### config.mk
export PLATFORM = sky130hd
export DESIGN_NAME = hex_to_base64_encoder_top
export DESIGN_NICKNAME = d
export VERILOG_FILES = /design/src/rtl/hb64_pkg.sv /design/src/rtl/hex_to_base64_encoder_top.sv /design/src/rtl/hb64_core.sv
export SDC_FILE = /design/constraint.sdc
export NUM_CORES = 1
export LEC_CHECK = 0
export BUFFER_PORTS_ARGS = -buffer_cell sky130_fd_sc_hd__buf_2
export CAP_MARGIN = 0
export CORE_MARGIN = 10
export CORE_UTILIZATION = 30
export CTS_BUF_LIST = sky130_fd_sc_hd__clkbuf_8 sky130_fd_sc_hd__clkbuf_16
export DETAILED_ROUTE_END_ITERATION = 16
export PLACE_DENSITY = 0.54
export SLEW_MARGIN = 5
export SYNTH_ARGS = -nofsm -noshare
export SYNTH_HDL_FRONTEND = slang
export SYNTH_SLANG_ARGS = --single-unit
### constraint.sdc
create_clock -name clk -period 4.7 [get_ports clk]
set_clock_uncertainty 0.05 [all_clocks]
set_input_delay 0.47 -clock clk [delete_from_list [all_inputs] [get_ports clk]]
set_output_delay 0.47 -clock clk [all_outputs]
set_load 0.02 [all_outputs]
### src/rtl/hb64_pkg.sv
// hb64_pkg: shared types, character constants and code conversion functions for the hex to base64 encoder
package hb64_pkg;

	// ascii characters used for decode and encode
	localparam logic [7:0] CH_ZERO    = 8'h30;
	localparam logic [7:0] CH_NINE    = 8'h39;
	localparam logic [7:0] CH_UPPER_A = 8'h41;
	localparam logic [7:0] CH_UPPER_F = 8'h46;
	localparam logic [7:0] CH_LOWER_A = 8'h61;
	localparam logic [7:0] CH_PLUS    = 8'h2B;
	localparam logic [7:0] CH_SLASH   = 8'h2F;

	// base64 alphabet boundaries
	localparam logic [5:0] B64_LOWER_BASE = 6'd26;
	localparam logic [5:0] B64_DIGIT_BASE = 6'd52;
	localparam logic [5:0] B64_PLUS_CODE  = 6'd62;

	// hex letters start at ten
	localparam logic [3:0] HEX_LETTER_BASE = 4'd10;

	// pending bit counts
	localparam logic [2:0] CNT_EMPTY = 3'd0;
	localparam logic [2:0] CNT_TWO   = 3'd2;
	localparam logic [2:0] CNT_FOUR  = 3'd4;

	typedef struct packed {
		logic [7:0] hex_char;
		logic       end_of_text;
	} hex_item_t;

	typedef struct packed {
		logic [7:0] base64_char;
		logic       last_char;
		logic       bad_digit;
	} b64_item_t;

	// result of one digit against the pending buffer
	typedef struct packed {
		logic [1:0] num_res;
		logic [7:0] char0;
		logic [7:0] char1;
		logic       last0;
		logic       last1;
		logic       bad;
		logic [3:0] nxt_bits;
		logic [2:0] nxt_cnt;
	} hb64_step_t;

	function automatic logic [4:0] hex_decode(input logic [7:0] ch);
		logic [4:0] res;
		res = {1'b1, 4'd0};
		if (ch >= CH_ZERO && ch <= CH_NINE)
			res = {1'b0, 4'(ch - CH_ZERO)};
		else if (ch >= CH_UPPER_A && ch <= CH_UPPER_F)
			res = {1'b0, 4'(ch - CH_UPPER_A) + HEX_LETTER_BASE};
		return res;
	endfunction

	function automatic logic [7:0] b64_char(input logic [5:0] v);
		logic [7:0] res;
		if (v < B64_LOWER_BASE)
			res = CH_UPPER_A + {2'b00, v};
		else if (v < B64_DIGIT_BASE)
			res = CH_LOWER_A + {2'b00, v - B64_LOWER_BASE};
		else if (v < B64_PLUS_CODE)
			res = CH_ZERO + {2'b00, v - B64_DIGIT_BASE};
		else if (v == B64_PLUS_CODE)
			res = CH_PLUS;
		else
			res = CH_SLASH;
		return res;
	endfunction

endpackage

### src/rtl/hex_to_base64_encoder_top.sv
// hex_to_base64_encoder_top: streaming hex digit to base64 character converter
// an input transfer is held in the input register, and its characters then in the output pair register
// throughput: one digit per cycle while the output accepts; an end-of-text digit with four bits pending gives two
// characters, which leave one after the other through the output pair register
// reset clears the pending bit buffer and the valid flags of the input register and the output pair register
// digits that produce no character pass through the input register without using the output
module hex_to_base64_encoder_top (
	input  logic                clk,
	input  logic                arst_n,
	input  logic                hex_valid,
	output logic                hex_ready,
	input  hb64_pkg::hex_item_t hex_data,
	output logic                b64_valid,
	input  logic                b64_ready,
	output hb64_pkg::b64_item_t b64_data
);

	logic                valid_s1;
	hb64_pkg::hex_item_t item_s1;
	logic [3:0]          pend_bits_q;
	logic [2:0]          pend_cnt_q;

	logic                valid_s2;
	logic                two_s2;
	logic                sel_s2;
	logic [7:0]          char0_s2;
	logic [7:0]          char1_s2;
	logic                last0_s2;
	logic                last1_s2;
	logic                bad_s2;

	hb64_pkg::hb64_step_t step;
	logic                 s2_done;
	logic                 s2_free;
	logic                 adv_s1;

	hb64_core u_core (
		.item      (item_s1),
		.pend_bits (pend_bits_q),
		.pend_cnt  (pend_cnt_q),
		.step      (step)
	);

	// pair register empties after the transfer of its final character
	assign s2_done   = valid_s2 && b64_ready && (sel_s2 || !two_s2);
	assign s2_free   = !valid_s2 || s2_done;
	assign adv_s1    = valid_s1 && (step.num_res == 2'd0 || s2_free);
	assign hex_ready = !valid_s1 || adv_s1;

	always_ff @(posedge clk or negedge arst_n) begin
		if (!arst_n) begin
			valid_s1    <= 1'b0;
			pend_bits_q <= '0;
			pend_cnt_q  <= hb64_pkg::CNT_EMPTY;
		end else begin
			if (hex_ready)
				valid_s1 <= hex_valid;
			if (adv_s1) begin
				pend_bits_q <= step.nxt_bits;
				pend_cnt_q  <= step.nxt_cnt;
			end
		end
	end

	always_ff @(posedge clk) begin
		if (hex_ready && hex_valid)
			item_s1 <= hex_data;
	end

	always_ff @(posedge clk or negedge arst_n) begin
		if (!arst_n) begin
			valid_s2 <= 1'b0;
			two_s2   <= 1'b0;
			sel_s2   <= 1'b0;
		end else begin
			if (adv_s1 && step.num_res != 2'd0) begin
				valid_s2 <= 1'b1;
				two_s2   <= step.num_res == 2'd2;
				sel_s2   <= 1'b0;
			end else if (s2_done) begin
				valid_s2 <= 1'b0;
				sel_s2   <= 1'b0;
			end else if (valid_s2 && b64_ready) begin
				// first of two characters went out
				sel_s2 <= 1'b1;
			end
		end
	end

	always_ff @(posedge clk) begin
		if (adv_s1 && step.num_res != 2'd0) begin
			char0_s2 <= step.char0;
			char1_s2 <= step.char1;
			last0_s2 <= step.last0;
			last1_s2 <= step.last1;
			bad_s2   <= step.bad;
		end
	end

	assign b64_valid            = valid_s2;
	assign b64_data.base64_char = sel_s2 ? char1_s2 : char0_s2;
	assign b64_data.last_char   = sel_s2 ? last1_s2 : last0_s2;
	assign b64_data.bad_digit   = bad_s2;

endmodule

### src/rtl/hb64_core.sv
// hb64_core: merges one hex digit into the pending bits and forms up to two base64 characters
module hb64_core (
	input  hb64_pkg::hex_item_t  item,
	input  logic [3:0]           pend_bits,
	input  logic [2:0]           pend_cnt,
	output hb64_pkg::hb64_step_t step
);

	logic [4:0] dec;
	logic [3:0] digit;
	logic [5:0] grp0;
	logic [5:0] grp1;

	assign dec   = hb64_pkg::hex_decode(item.hex_char);
	assign digit = dec[3:0];

	always_comb begin
		grp0          = '0;
		grp1          = '0;
		step.num_res  = 2'd0;
		step.last0    = 1'b0;
		step.last1    = 1'b0;
		step.bad      = dec[4];
		step.nxt_bits = '0;
		step.nxt_cnt  = hb64_pkg::CNT_EMPTY;
		unique case (pend_cnt)
			hb64_pkg::CNT_EMPTY: begin
				if (item.end_of_text) begin
					// lone digit padded with zeros on the right
					grp0         = {digit, 2'b00};
					step.num_res = 2'd1;
					step.last0   = 1'b1;
				end else begin
					step.nxt_bits = digit;
					step.nxt_cnt  = hb64_pkg::CNT_FOUR;
				end
			end
			hb64_pkg::CNT_TWO: begin
				grp0         = {pend_bits[1:0], digit};
				step.num_res = 2'd1;
				step.last0   = item.end_of_text;
			end
			default: begin
				// four pending bits; any count other than zero or two behaves the same
				grp0 = {pend_bits, digit[3:2]};
				if (item.end_of_text) begin
					grp1         = {digit[1:0], 4'b0000};
					step.num_res = 2'd2;
					step.last1   = 1'b1;
				end else begin
					step.num_res  = 2'd1;
					step.nxt_bits = {2'b00, digit[1:0]};
					step.nxt_cnt  = hb64_pkg::CNT_TWO;
				end
			end
		endcase
		step.char0 = hb64_pkg::b64_char(grp0);
		step.char1 = hb64_pkg::b64_char(grp1);
	end

endmodule
==> out/qor.csv, run 1 <==
metric,value,unit
clock power share,17.1,%
GRT overflow,0,
fmax,0.240,GHz
wire per inst,13.5,µm
vias in the first global route,1560,
fin crit period,4170,ps
pre-CTS WS,518,ps
die height,105,µm
Rel. slew slack,39.3,%
Detailed Place HPWL,3470,µm
Async SR Flop Fraction,28.6,%
NetSw,524,µW
Comb pwr share,43.7,%
post_cts resized,0,
port bufs,24,
PwrDens,509,nW/µm²
Post-Synthesis Cells,201,
antenna fix cells,0,
Post-DRT Antenna Nets,0,
CTS max path bufs,2,
Slew Limit Fails,0,
H-tree levels,2,
Post-layout nets,256,
clk root buf,clkbuf_8,
CP Class,register to register,
Synth cell types,51,
worst reg2reg path depth,16,
worst path required time,4680,ps
number of flops mapped to enable cells by yosys,25,
post-CTS setup buffer count,0,
"setup slack, reg-to-reg",530,ps
Worst-Margin Slew,904,ps
setup repair after global routing missed its margin,no,
final setup vio count,0,
yosys warns,0,
Final Hold Fails,0,
CP endpoint kind,register,
GRT Util Overall,8.53,%
main flop type after synthesis,edfxtp_1,
first-pass GRT wire length,7730,µm
TritonCTS buffer count,5,
Syn Area/Cell,10.8,µm²
TritonCTS clock tree,done,
I/O pin total,25,
cell-internal power,747,µW
DR vias,1571,
TritonRoute pass-1 iters,4,
global placement routability congestion,0.854,
Final period util,88.7,%
hold depth,1,
CTS Sinks,35,
"CTS clk-pin slew, worst paths",70,ps
num rows,30,
Static Leak,0.952,nW
P&R area growth vs syn,15.4,%
setup TNS,0,ps
die area,11000,µm²
1st-iter DRT viols,53,
Syn Std Cell Area,2160,µm²
MaxCap Viol Count,0,
antenna violations before repair,0,
syn_nets,227,
Placeable Area,6910,µm²
outcome,finished clean,
sw frac,41.2,%
Layout Utilization,36.2,%
Filler Cells Inserted,726,
vias per inst,4.80,
hold buffer count at CTS,1,
Flop pwr share,39.2,%
"Seq/Total Area, Yosys",46.2,%
critical path arrival,4150,ps
drt drc,0,
CP startpoint kind,register,
Skew-Pair Late Insertion Delay,290,ps
VDD IR max,0.133,mV
initial core utilization,31.3,%
hold crit path type,input pin to register,
Routed WL,4430,µm
Final WS setup,532,ps
fraction of layout cells with a size suffix above 1,27.3,%
Crit Path Max Fanout,7,
largest net degree at the start of global routing,19,
Die W,105,µm
"FF+latch count, synth",35,
-- power groups by stage --
stage	sequential, mW	clock (mW)	combinational [mW]
final	0.498	0.218	0.556
after global routing	0.512	0.239	0.630
after CTS	0.501	0.222	0.564
after detailed placement	0.508	0	0.558
after global placement	0.505	0	0.561
after floorplan	0.477	0	0.431
-- through the flow --
stage / hold slack [ps] / power (mW) / area [µm²] / cells
floorplan: 124 / 0.908 / 2160 / 201
global placement: 299 / 1.07 / 2400 / 318
detailed placement: 301 / 1.07 / 2400 / 318
CTS: 294 / 1.29 / 2500 / 327
global route: 289 / 1.38 / 2500 / 327
finish: 302 / 1.27 / 2500 / 327
-- routing by layer --
metal	wire length, µm	up-vias	GRT usage, %
li1	-	780	-
met1	2030	748	10.2
met2	2040	33	13.6
met3	230	10	2.52
met4	117	0	4.31
met5	0	-	0
-- worst max-delay path: stages, from the launching register on --
cell       delay, ps
edfxtp_1         440
inv_1            120
ha_1             160
nor3b_2          240
nor3_4            60
a21oi_1          480
a21oi_2          120
a2bb2oi_1        180
nor2_1            50
a21oi_1          410
inv_1            160
ha_1             270
a21oi_1          270
xor2_1           350
xor2_2           150
a221oi_2         320
a221oi_2          50
-- cell families after synthesis --
family          after synthesis  share of synthesized area, %
buf+inv                      21                          4.05
fa+ha+maj                    13                          7.51
flops                        35                          46.2
other cells                   2                         0.347
mux                           8                          3.99
compound gates               50                          18.0
simple gates                 64                          16.2
xor+xnor                      8                          3.58
-- path summary, 6_finish.rpt --
path / start / end
min in group asynchronous: arst_n / pend_bits_q[3]
min: hex_data[1] / item_s1[1]
max: item_s1[1] / char0_s2[4]
max in group asynchronous: arst_n / pend_cnt_q[1]
max reg2reg: item_s1[1] / char0_s2[4]
min reg2reg: pend_bits_q[2] / pend_bits_q[2]
-- cell usage in the layout, fill, tap and decap left out, types with 3 or more instances in the layout --
master,n
nor2_1,13
nand3_1,3
buf_2,24
ha_1,13
dfrtp_1,10
a31oi_1,3
nand2_1,19
inv_1,14
a21oi_2,3
nor3_1,3
o21ai_0,15
nand2b_1,5
clkbuf_8,5
edfxtp_1,25
a21oi_1,11
mux2i_1,3
nor2b_1,4
xnor2_1,4
xor2_1,3
or2_2,3
buf_4,4
a221oi_2,3
or3_1,3
mux2_2,5
-- final cells by class --
class | count | area, µm² | share of cell area, %
flip-flops and latches | 35 | 1000 | 40.1
clock inverters | 3 | 20.0 | 0.801
inverters | 14 | 52.6 | 2.10
clock buffers | 5 | 68.8 | 2.75
multi-input cells | 145 | 1080 | 43.1
repair buffers | 29 | 160 | 6.41
well taps | 96 | 120 | 4.81
-- registers in the layout (all words and copies together), names as in the netlist --
| signal | flops |
|---|---|
| char1_s2 | 5 |
| bad_s2 | 1 |
| sel_s2 | 1 |
| two_s2 | 1 |
| valid_s1 | 1 |
| char0_s2 | 8 |
| item_s1 | 9 |
| pend_cnt_q | 2 |
| b64_valid | 1 |
| pend_bits_q | 4 |
| last0_s2 | 1 |
| last1_s2 | 1 |
-- synth_stat cells (3+ instances only) --
library cell	number	area share (%)
edfxtp_1	25	35
nand2_1	19	3.3
o21ai_0	15	3.5
inv_1	14	2.4
ha_1	13	7.5
nor2_1	13	2.3
a21oi_1	11	2.5
dfrtp_1	10	12
mux2_2	5	2.6
nand2b_1	5	1.4
clkbuf_1	4	0.69
nor2b_1	4	1.2
xnor2_1	4	1.6
a21oi_2	3	1.2
a221oi_2	3	2.1
a31oi_1	3	0.87
mux2i_1	3	1.4
nand3_1	3	0.69
nor3_1	3	0.69
or2_2	3	0.87
or3_1	3	0.87
xor2_1	3	1.2
No activity file was read; power rests on OpenSTA's default activity.
==> run 2, diff against run 1 <==
Settings changed: ABC_AREA set to 1, PLACE_DENSITY 0.54 to 0.53.
==> run 2 against run 1 <==
Net effect: cell count increased by 27%; synthesized cell count rose by 40%; global-route usage is 0.44 points higher; register-to-register slack improved by 1200 ps; routed wire length up 8.3%; critical endpoint is now char0_s2[1]; largest power group unchanged.
==> out/qor.csv, run 2 <==
metric,value,unit,change
Worst-Margin Slew,795,ps,was 904 ps
CP endpoint kind,register,,unchanged
P&R area growth vs syn,16.0,%,was 15.4%
syn_nets,308,,was 227
GRT overflow,0,,unchanged
DR vias,1848,,was 1571
Routed WL,4790,µm,was 4430 µm
"count leader, synth",nand2_1,,was edfxtp_1
worst path cell trace,inv_1 > ha_1 > nand2_2 > nor2_1 > nor2_2 > nand3_1 > nand2_1 > nand2_1 > o211ai_1 > nand2_1 > inv_1 > ha_1 > inv_1 > nand2_1 > nand2_2 > nand2_4 > inv_2 > nand2_1 > o221ai_1,,was inv_1 > ha_1 > nor3b_2 > nor3_4 > a21oi_1 > a21oi_2 > a2bb2oi_1 > nor2_1 > a21oi_1 > inv_1 > ha_1 > a21oi_1 > xor2_1 > xor2_2 > a221oi_2 > a221oi_2
post_cts resized,0,,unchanged
most frequent cells in the layout,"nand2_1, inv_1, nand3_1, edfxtp_1, buf_2",,"was edfxtp_1, buf_2, nand2_1"
critical path arrival,2900,ps,was 4150 ps
CTS max path bufs,2,,unchanged
post-CTS setup buffer count,0,,unchanged
dpl cells,405,,was 318
Die W,109,µm,was 105 µm
synth cell count leaders,"nand2_1, inv_1, edfxtp_1, nand3_1, nor2_1",,"was edfxtp_1, nand2_1, o21ai_0"
CP Class,register to register,,unchanged
Final period util,62.7,%,was 88.7%
GRT Util Overall,8.96,%,was 8.53%
Final Hold Fails,0,,unchanged
CTS Sinks,35,,unchanged
VDD IR max,0.187,mV,was 0.133 mV
Synth cell types,33,,was 51
drt drc,0,,unchanged
"Top cell by count, worst path",nand2_1,,was a21oi_1
Post-Synthesis Cells,282,,was 201
antenna violations before repair,0,,unchanged
worst path required time,4650,ps,was 4680 ps
"CTS clk-pin slew, worst paths",80,ps,was 70 ps
Crit path buffers/inverters,4,,was 2
Largest regs,"item_s1 x9, char0_s2 x8, char1_s2 x5",,unchanged
Async SR Flop Fraction,28.6,%,unchanged
clk root buf,clkbuf_8,,unchanged
top area cells in the synthesized netlist,"edfxtp_1, nand2_1, dfrtp_1",,"was edfxtp_1, dfrtp_1, ha_1"
Post-Layout Cell Count,414,,was 327
global placement routability congestion,0.916,,was 0.854
TritonCTS clock tree,done,,unchanged
PwrDens,605,nW/µm²,was 509 nW/µm²
portion of netlist area occupied by mux cells,0,%,was 3.99%
H-tree levels,2,,unchanged
Skew-Pair Late Insertion Delay,290,ps,about the same
MaxCap Viol Count,0,,unchanged
slowest CP cell,edfxtp_1,,was a21oi_1
main flop type after synthesis,edfxtp_1,,unchanged
post-synth top area share,31.8,%,was 34.7%
largest net degree at the start of global routing,17,,was 19
top register by number of flip-flops,item_s1,,unchanged
Synth area leader,edfxtp_1,,unchanged
Area after DPL,2590,µm²,was 2400 µm²
fraction of layout cells with a size suffix above 1,23.7,%,was 27.3%
yosys warns,0,,unchanged
hold crit path type,input pin to register,,unchanged
"FF+latch count, synth",35,,unchanged
CP startpoint kind,register,,unchanged
fin crit period,2950,ps,was 4170 ps
first-pass GRT wire length,8600,µm,was 7730 µm
hold buffer count at CTS,1,,unchanged
Slew Limit Fails,0,,unchanged
port bufs,24,,unchanged
worst stage delay on the critical path,400,ps,was 480 ps
fmax,0.339,GHz,was 0.240 GHz
"commonest non-fill, non-tap cell in the layout",nand2_1,,was edfxtp_1
final setup vio count,0,,unchanged
"Seq/Total Area, Yosys",42.5,%,was 46.2%
Post-DRT Antenna Nets,0,,unchanged
setup TNS,0,ps,unchanged
Compound-Gate Fraction of Synth Area,6.85,%,was 18.0%
outcome,finished clean,,unchanged
Largest register FFs,9,,unchanged
fin area,2730,µm²,was 2500 µm²
XOR/XNOR Fraction of Synth Area,1.11,%,was 3.58%
Placeable Area,7690,µm²,was 6910 µm²
adder and majority gate portion of the synthesized area,6.90,%,was 7.51%
initial core utilization,30.7,%,was 31.3%
Syn Area/Cell,8.36,µm²,was 10.8 µm²
die height,109,µm,was 105 µm
Post-Synth Simple-Gate Area,34.1,%,was 16.2%
antenna fix cells,0,,unchanged
TritonRoute pass-1 iters,4,,unchanged
wire per inst,11.6,µm,was 13.5 µm
largest family of logic cells by synthesized area,simple AND/OR/NAND/NOR gates,,was compound AO/OA/AOI/OAI gates
Syn Std Cell Area,2360,µm²,was 2160 µm²
I/O pin total,25,,unchanged
Static Leak,1.31,nW,was 0.952 nW
num rows,32,,was 30
die area,11800,µm²,was 11000 µm²
TritonCTS buffer count,5,,unchanged
vias per inst,4.46,,was 4.80
1st-iter DRT viols,83,,was 53
setup repair after global routing missed its margin,no,,unchanged
vias in the first global route,1850,,was 1560
CP top delay family,simple AND/OR/NAND/NOR gates,,was compound AO/OA/AOI/OAI gates
Post-layout nets,337,,was 256
Detailed Place HPWL,3940,µm,was 3470 µm
number of flops mapped to enable cells by yosys,25,,unchanged
Rel. slew slack,47.0,%,was 39.3%
Crit Path Max Fanout,7,,unchanged
==> run 2: cell types whose count changed after synthesis, sizes merged, moves of 5 or more <==
| cell | delta |
|---|---|
| nand2 | +75 |
| inv | +30 |
| nand3 | +28 |
| nor2 | +8 |
| a21oi | -6 |
| o21ai | -6 |
| clkbuf | -5 |
| mux2 | -5 |
| nand2b | -5 |
| nor3 | -5 |
==> run 2: cell type report <==
type | count | area (µm²)
Fill cell | 820 | 4950
Multi-Input combinational cell | 198 | 1160
Sequential cell | 35 | 1000
Inverter | 46 | 178
Timing Repair Buffer | 25 | 130
Tap cell | 102 | 128
Clock buffer | 5 | 68.8
Clock inverter | 3 | 67.6
==> run 2: stage by stage <==
| stage | utilization (%) | setup slack (ps) | power, mW | hold WS (ps) |
|---|---|---|---|---|
| after global placement | 33.7 | 1880 | 1.33 | 304 |
| after detailed placement | 33.7 | 1780 | 1.34 | 306 |
| after CTS | 35.6 | 1750 | 1.67 | 294 |
| after floorplan | - | 2100 | 1.13 | 124 |
| final | 35.6 | 1750 | 1.65 | 303 |
| after global routing | 35.6 | 1420 | 1.81 | 288 |
==> run 2: routing by layer <==
metal / part of all wire [%] / up-vias / track usage (%)
met4: 1.4 / 0 / 3.30
li1: - / 959 / -
met3: 5.7 / 6 / 2.71
met1: 50 / 835 / 11.6
met2: 43 / 48 / 13.8
met5: 0 / - / 0
==> run 2: logic make-up after synthesis <==
kind of cell               Yosys count
xor gates and xnor gates             3
adders and majority gates           13
AOI/OAI and AO/OA                   26
buffers and inverters               49
DFF                                 35
other                                2
and+or+nand+nor                    154
==> run 2: worst paths after layout <==
kind | to | depth (start not counted) | slack (ps) | start
worst max-delay path | char0_s2[1] | 19 | 1750 | item_s1[1]
worst min-delay path | item_s1[1] | 1 | 300 | hex_data[1]
worst max register to register | char0_s2[1] | 19 | 1750 | item_s1[1]
worst min register to register | two_s2 | 2 | 450 | two_s2
max in group asynchronous | sel_s2 | 2 | 3860 | arst_n
min in group asynchronous | pend_bits_q[2] | 2 | 520 | arst_n
==> run 2: worst register-to-register path: stages (launching register included) <==
cell and delay, ps:
edfxtp_1 400, inv_1 100, ha_1 230, nand2_2 90, nor2_1 50, nor2_2 90
nand3_1 70, nand2_1 120, nand2_1 80, o211ai_1 170, nand2_1 190, inv_1 170
ha_1 230, inv_1 90, nand2_1 110, nand2_2 80, nand2_4 90, inv_2 60
nand2_1 50, o221ai_1 140
==> run 2: power by group <==
part,switching [mW],internal (mW)
Sequential,0.0583,0.460
Combinational,0.560,0.252
Clock,0.113,0.212
==> run 3, diff against run 2 <==
Settings changed: ABC_AREA 1 to 0, PLACE_DENSITY 0.53 to 0.54.
Clock period 4.7 ns to 2.93 ns, I/O delays scaled along.
==> run 3 against run 2 <==
Net effect: the run now ends with negative setup slack left; setup slack got worse by 2200 ps; first-iteration DRC count is 3.6% lower; register-to-register slack got worse by 2200 ps; routed wire length is 8.1% higher; power increased by 48%; non-clock buffer count up 59; sequential power is 50% higher; global-route usage grew 0.70 points; core utilization is 11 points higher; largest cell class unchanged.
==> out/qor.csv, run 3 (synthesis results as in run 1) <==
metric,value,unit,change
Post-Layout Cell Count,382,,was 414
CP endpoint kind,register,,unchanged
Largest regs,"item_s1 x9, char0_s2 x8, char1_s2 x5",,unchanged
GRT Util Overall,9.66,%,was 8.96%
Final Hold Fails,0,,unchanged
antenna violations before repair,0,,unchanged
PwrDens,767,nW/µm²,was 605 nW/µm²
GRT overflow,0,,unchanged
most frequent cells in the layout,"buf_4, edfxtp_1, buf_2",,"was nand2_1, inv_1, nand3_1, edfxtp_1, buf_2"
failing checks,negative setup slack,,
outcome,"complete, but fails checks",,was finished clean
CTS max path bufs,2,,unchanged
Largest register FFs,9,,unchanged
CTS Sinks,35,,unchanged
TritonCTS buffer count,5,,unchanged
H-tree levels,2,,unchanged
MaxCap Viol Count,0,,unchanged
pre-CTS WS,-495,ps,was 1780 ps
TritonCTS clock tree,done,,unchanged
CP Class,register to register,,unchanged
num rows,30,,was 32
drt drc,0,,unchanged
1st-iter DRT viols,80,,was 83
port bufs,24,,unchanged
largest net degree at the start of global routing,18,,was 17
final setup vio count,8,,was 0
vias in the first global route,1805,,was 1850
Placeable Area,6910,µm²,was 7690 µm²
P&R area growth vs syn,47.1,%,was 16.0%
fraction of layout cells with a size suffix above 1,51.7,%,was 23.7%
Rel. slew slack,64.9,%,was 47.0%
Area after DPL,2790,µm²,was 2590 µm²
Skew-Pair Late Insertion Delay,290,ps,about the same
Routed WL,5180,µm,was 4790 µm
setup repair after global routing missed its margin,yes,,was no
antenna fix cells,0,,unchanged
DR vias,1729,,was 1848
TritonRoute pass-1 iters,4,,unchanged
Post-DRT Antenna Nets,0,,unchanged
VDD IR max,0.268,mV,was 0.187 mV
Final WS setup,-455,ps,was 1750 ps
die area,11000,µm²,was 11800 µm²
fmax,0.295,GHz,was 0.339 GHz
top register by number of flip-flops,item_s1,,unchanged
I/O pin total,25,,unchanged
fin area,3180,µm²,was 2730 µm²
initial core utilization,31.3,%,was 30.7%
fin crit period,3380,ps,was 2950 ps
hold crit path type,input pin to register,,unchanged
Detailed Place HPWL,3930,µm,was 3940 µm
"Top cell by count, worst path",a221oi_2,,was nand2_1
first-pass GRT wire length,8900,µm,was 8600 µm
wire per inst,13.6,µm,was 11.6 µm
CP startpoint kind,register,,unchanged
global placement routability congestion,0.817,,was 0.916
Die W,105,µm,was 109 µm
dpl cells,360,,was 405
vias per inst,4.53,,was 4.46
Static Leak,1.28,nW,was 1.31 nW
clk root buf,clkbuf_8,,unchanged
Post-layout nets,311,,was 337
"commonest non-fill, non-tap cell in the layout",buf_4,,was nand2_1
worst path required time,2900,ps,was 4650 ps
worst stage delay on the critical path,560,ps,was 400 ps
Slew Limit Fails,0,,unchanged
die height,105,µm,was 109 µm
slowest CP cell,or4b_4,,was edfxtp_1
Worst-Margin Slew,524,ps,was 795 ps
Final period util,116,%,was 62.7%
critical path arrival,3360,ps,was 2900 ps
Crit Path Max Fanout,3,,was 7
setup TNS,-2520,ps,was 0 ps
"CTS clk-pin slew, worst paths",70,ps,was 80 ps
worst path cell trace,or4b_4 > nor3_4 > a22oi_2 > buf_4 > o32ai_4 > buf_6 > ha_4 > nand2b_4 > a311oi_4 > xor2_2 > a221oi_2 > a221oi_2,,was inv_1 > ha_1 > nand2_2 > nor2_1 > nor2_2 > nand3_1 > nand2_1 > nand2_1 > o211ai_1 > nand2_1 > inv_1 > ha_1 > inv_1 > nand2_1 > nand2_2 > nand2_4 > inv_2 > nand2_1 > o221ai_1
run 3: cell count changes in the layout (fill, tap and decap cells not counted), sizes merged, moves of 5 or more:
cell | previous run | this run
nand2b | 0 | 5
nor3 | 1 | 6
nand3 | 31 | 3
mux2 | 0 | 5
buf | 24 | 83
inv | 44 | 14
o21ai | 11 | 17
a21oi | 8 | 14
nor2 | 21 | 13
nand2 | 95 | 20
run 3: final timing paths:
path | start | to | slack, ps | cells after the start
min in group asynchronous | arst_n | sel_s2 | 340 | 2
worst min-delay path | hex_data[8] | item_s1[8] | 130 | 1
worst max register to register | item_s1[5] | char0_s2[4] | -450 | 12
max in group asynchronous | arst_n | pend_bits_q[0] | 2280 | 2
worst min register to register | pend_bits_q[2] | pend_bits_q[2] | 460 | 1
worst max-delay path | item_s1[5] | char0_s2[4] | -450 | 12
run 3: worst max-delay path: cells and delay by family, from the launching register on:
family,cells,cell delay [ps]
adder cells (fa/ha/maj),1,190
AND/OR/NAND/NOR,3,1000
flip-flops,1,390
buffers and inverters,2,320
AO/OA/AOI/OAI,5,1020
XOR/XNOR,1,140
run 3: metal layers:
layer	track usage, %	vias to the layer above	wire (µm)
met1	12.1	810	2360
met4	3.53	0	82
li1	-	887	-
met2	15.9	26	2590
met3	2.15	6	149
met5	0	-	0
run 3: timing repair:
action	in CTS	in global routing
setup buffers	8	6
gates resized for setup	20	16
pin swaps	14	15
endpoints found under the setup margin	8	8
hold buffers	1	0
hold endpoints to repair	10	0
run 3: final cells by class:
| class | instances | area, µm² |
|---|---|---|
| fill | 658 | 3720 |
| multi-input combinational | 145 | 1320 |
| sequential | 35 | 1000 |
| clock buffer | 6 | 93.8 |
| timing repair buffer | 84 | 581 |
| tap | 96 | 120 |
| clock inverter | 2 | 13.8 |
| inverter | 14 | 57.6 |
run 3: report_power, final:
group / leakage [nW] / internal (mW) / total, mW / switching, mW
Combinational: 0.853 / 0.559 / 1.26 / 0.705
Sequential: 0.367 / 0.700 / 0.779 / 0.0786
Clock: 0.0563 / 0.219 / 0.398 / 0.180
run 3: stage by stage:
stage / hold slack (ps) / utilization (%) / total power, mW
after floorplan: -52.6 / - / 1.49
after global placement: 120 / 40.3 / 1.90
after detailed placement: 120 / 40.3 / 1.91
after CTS: 118 / 44.3 / 2.36
after global routing: 118 / 46.1 / 2.63
final: 126 / 46.1 / 2.44
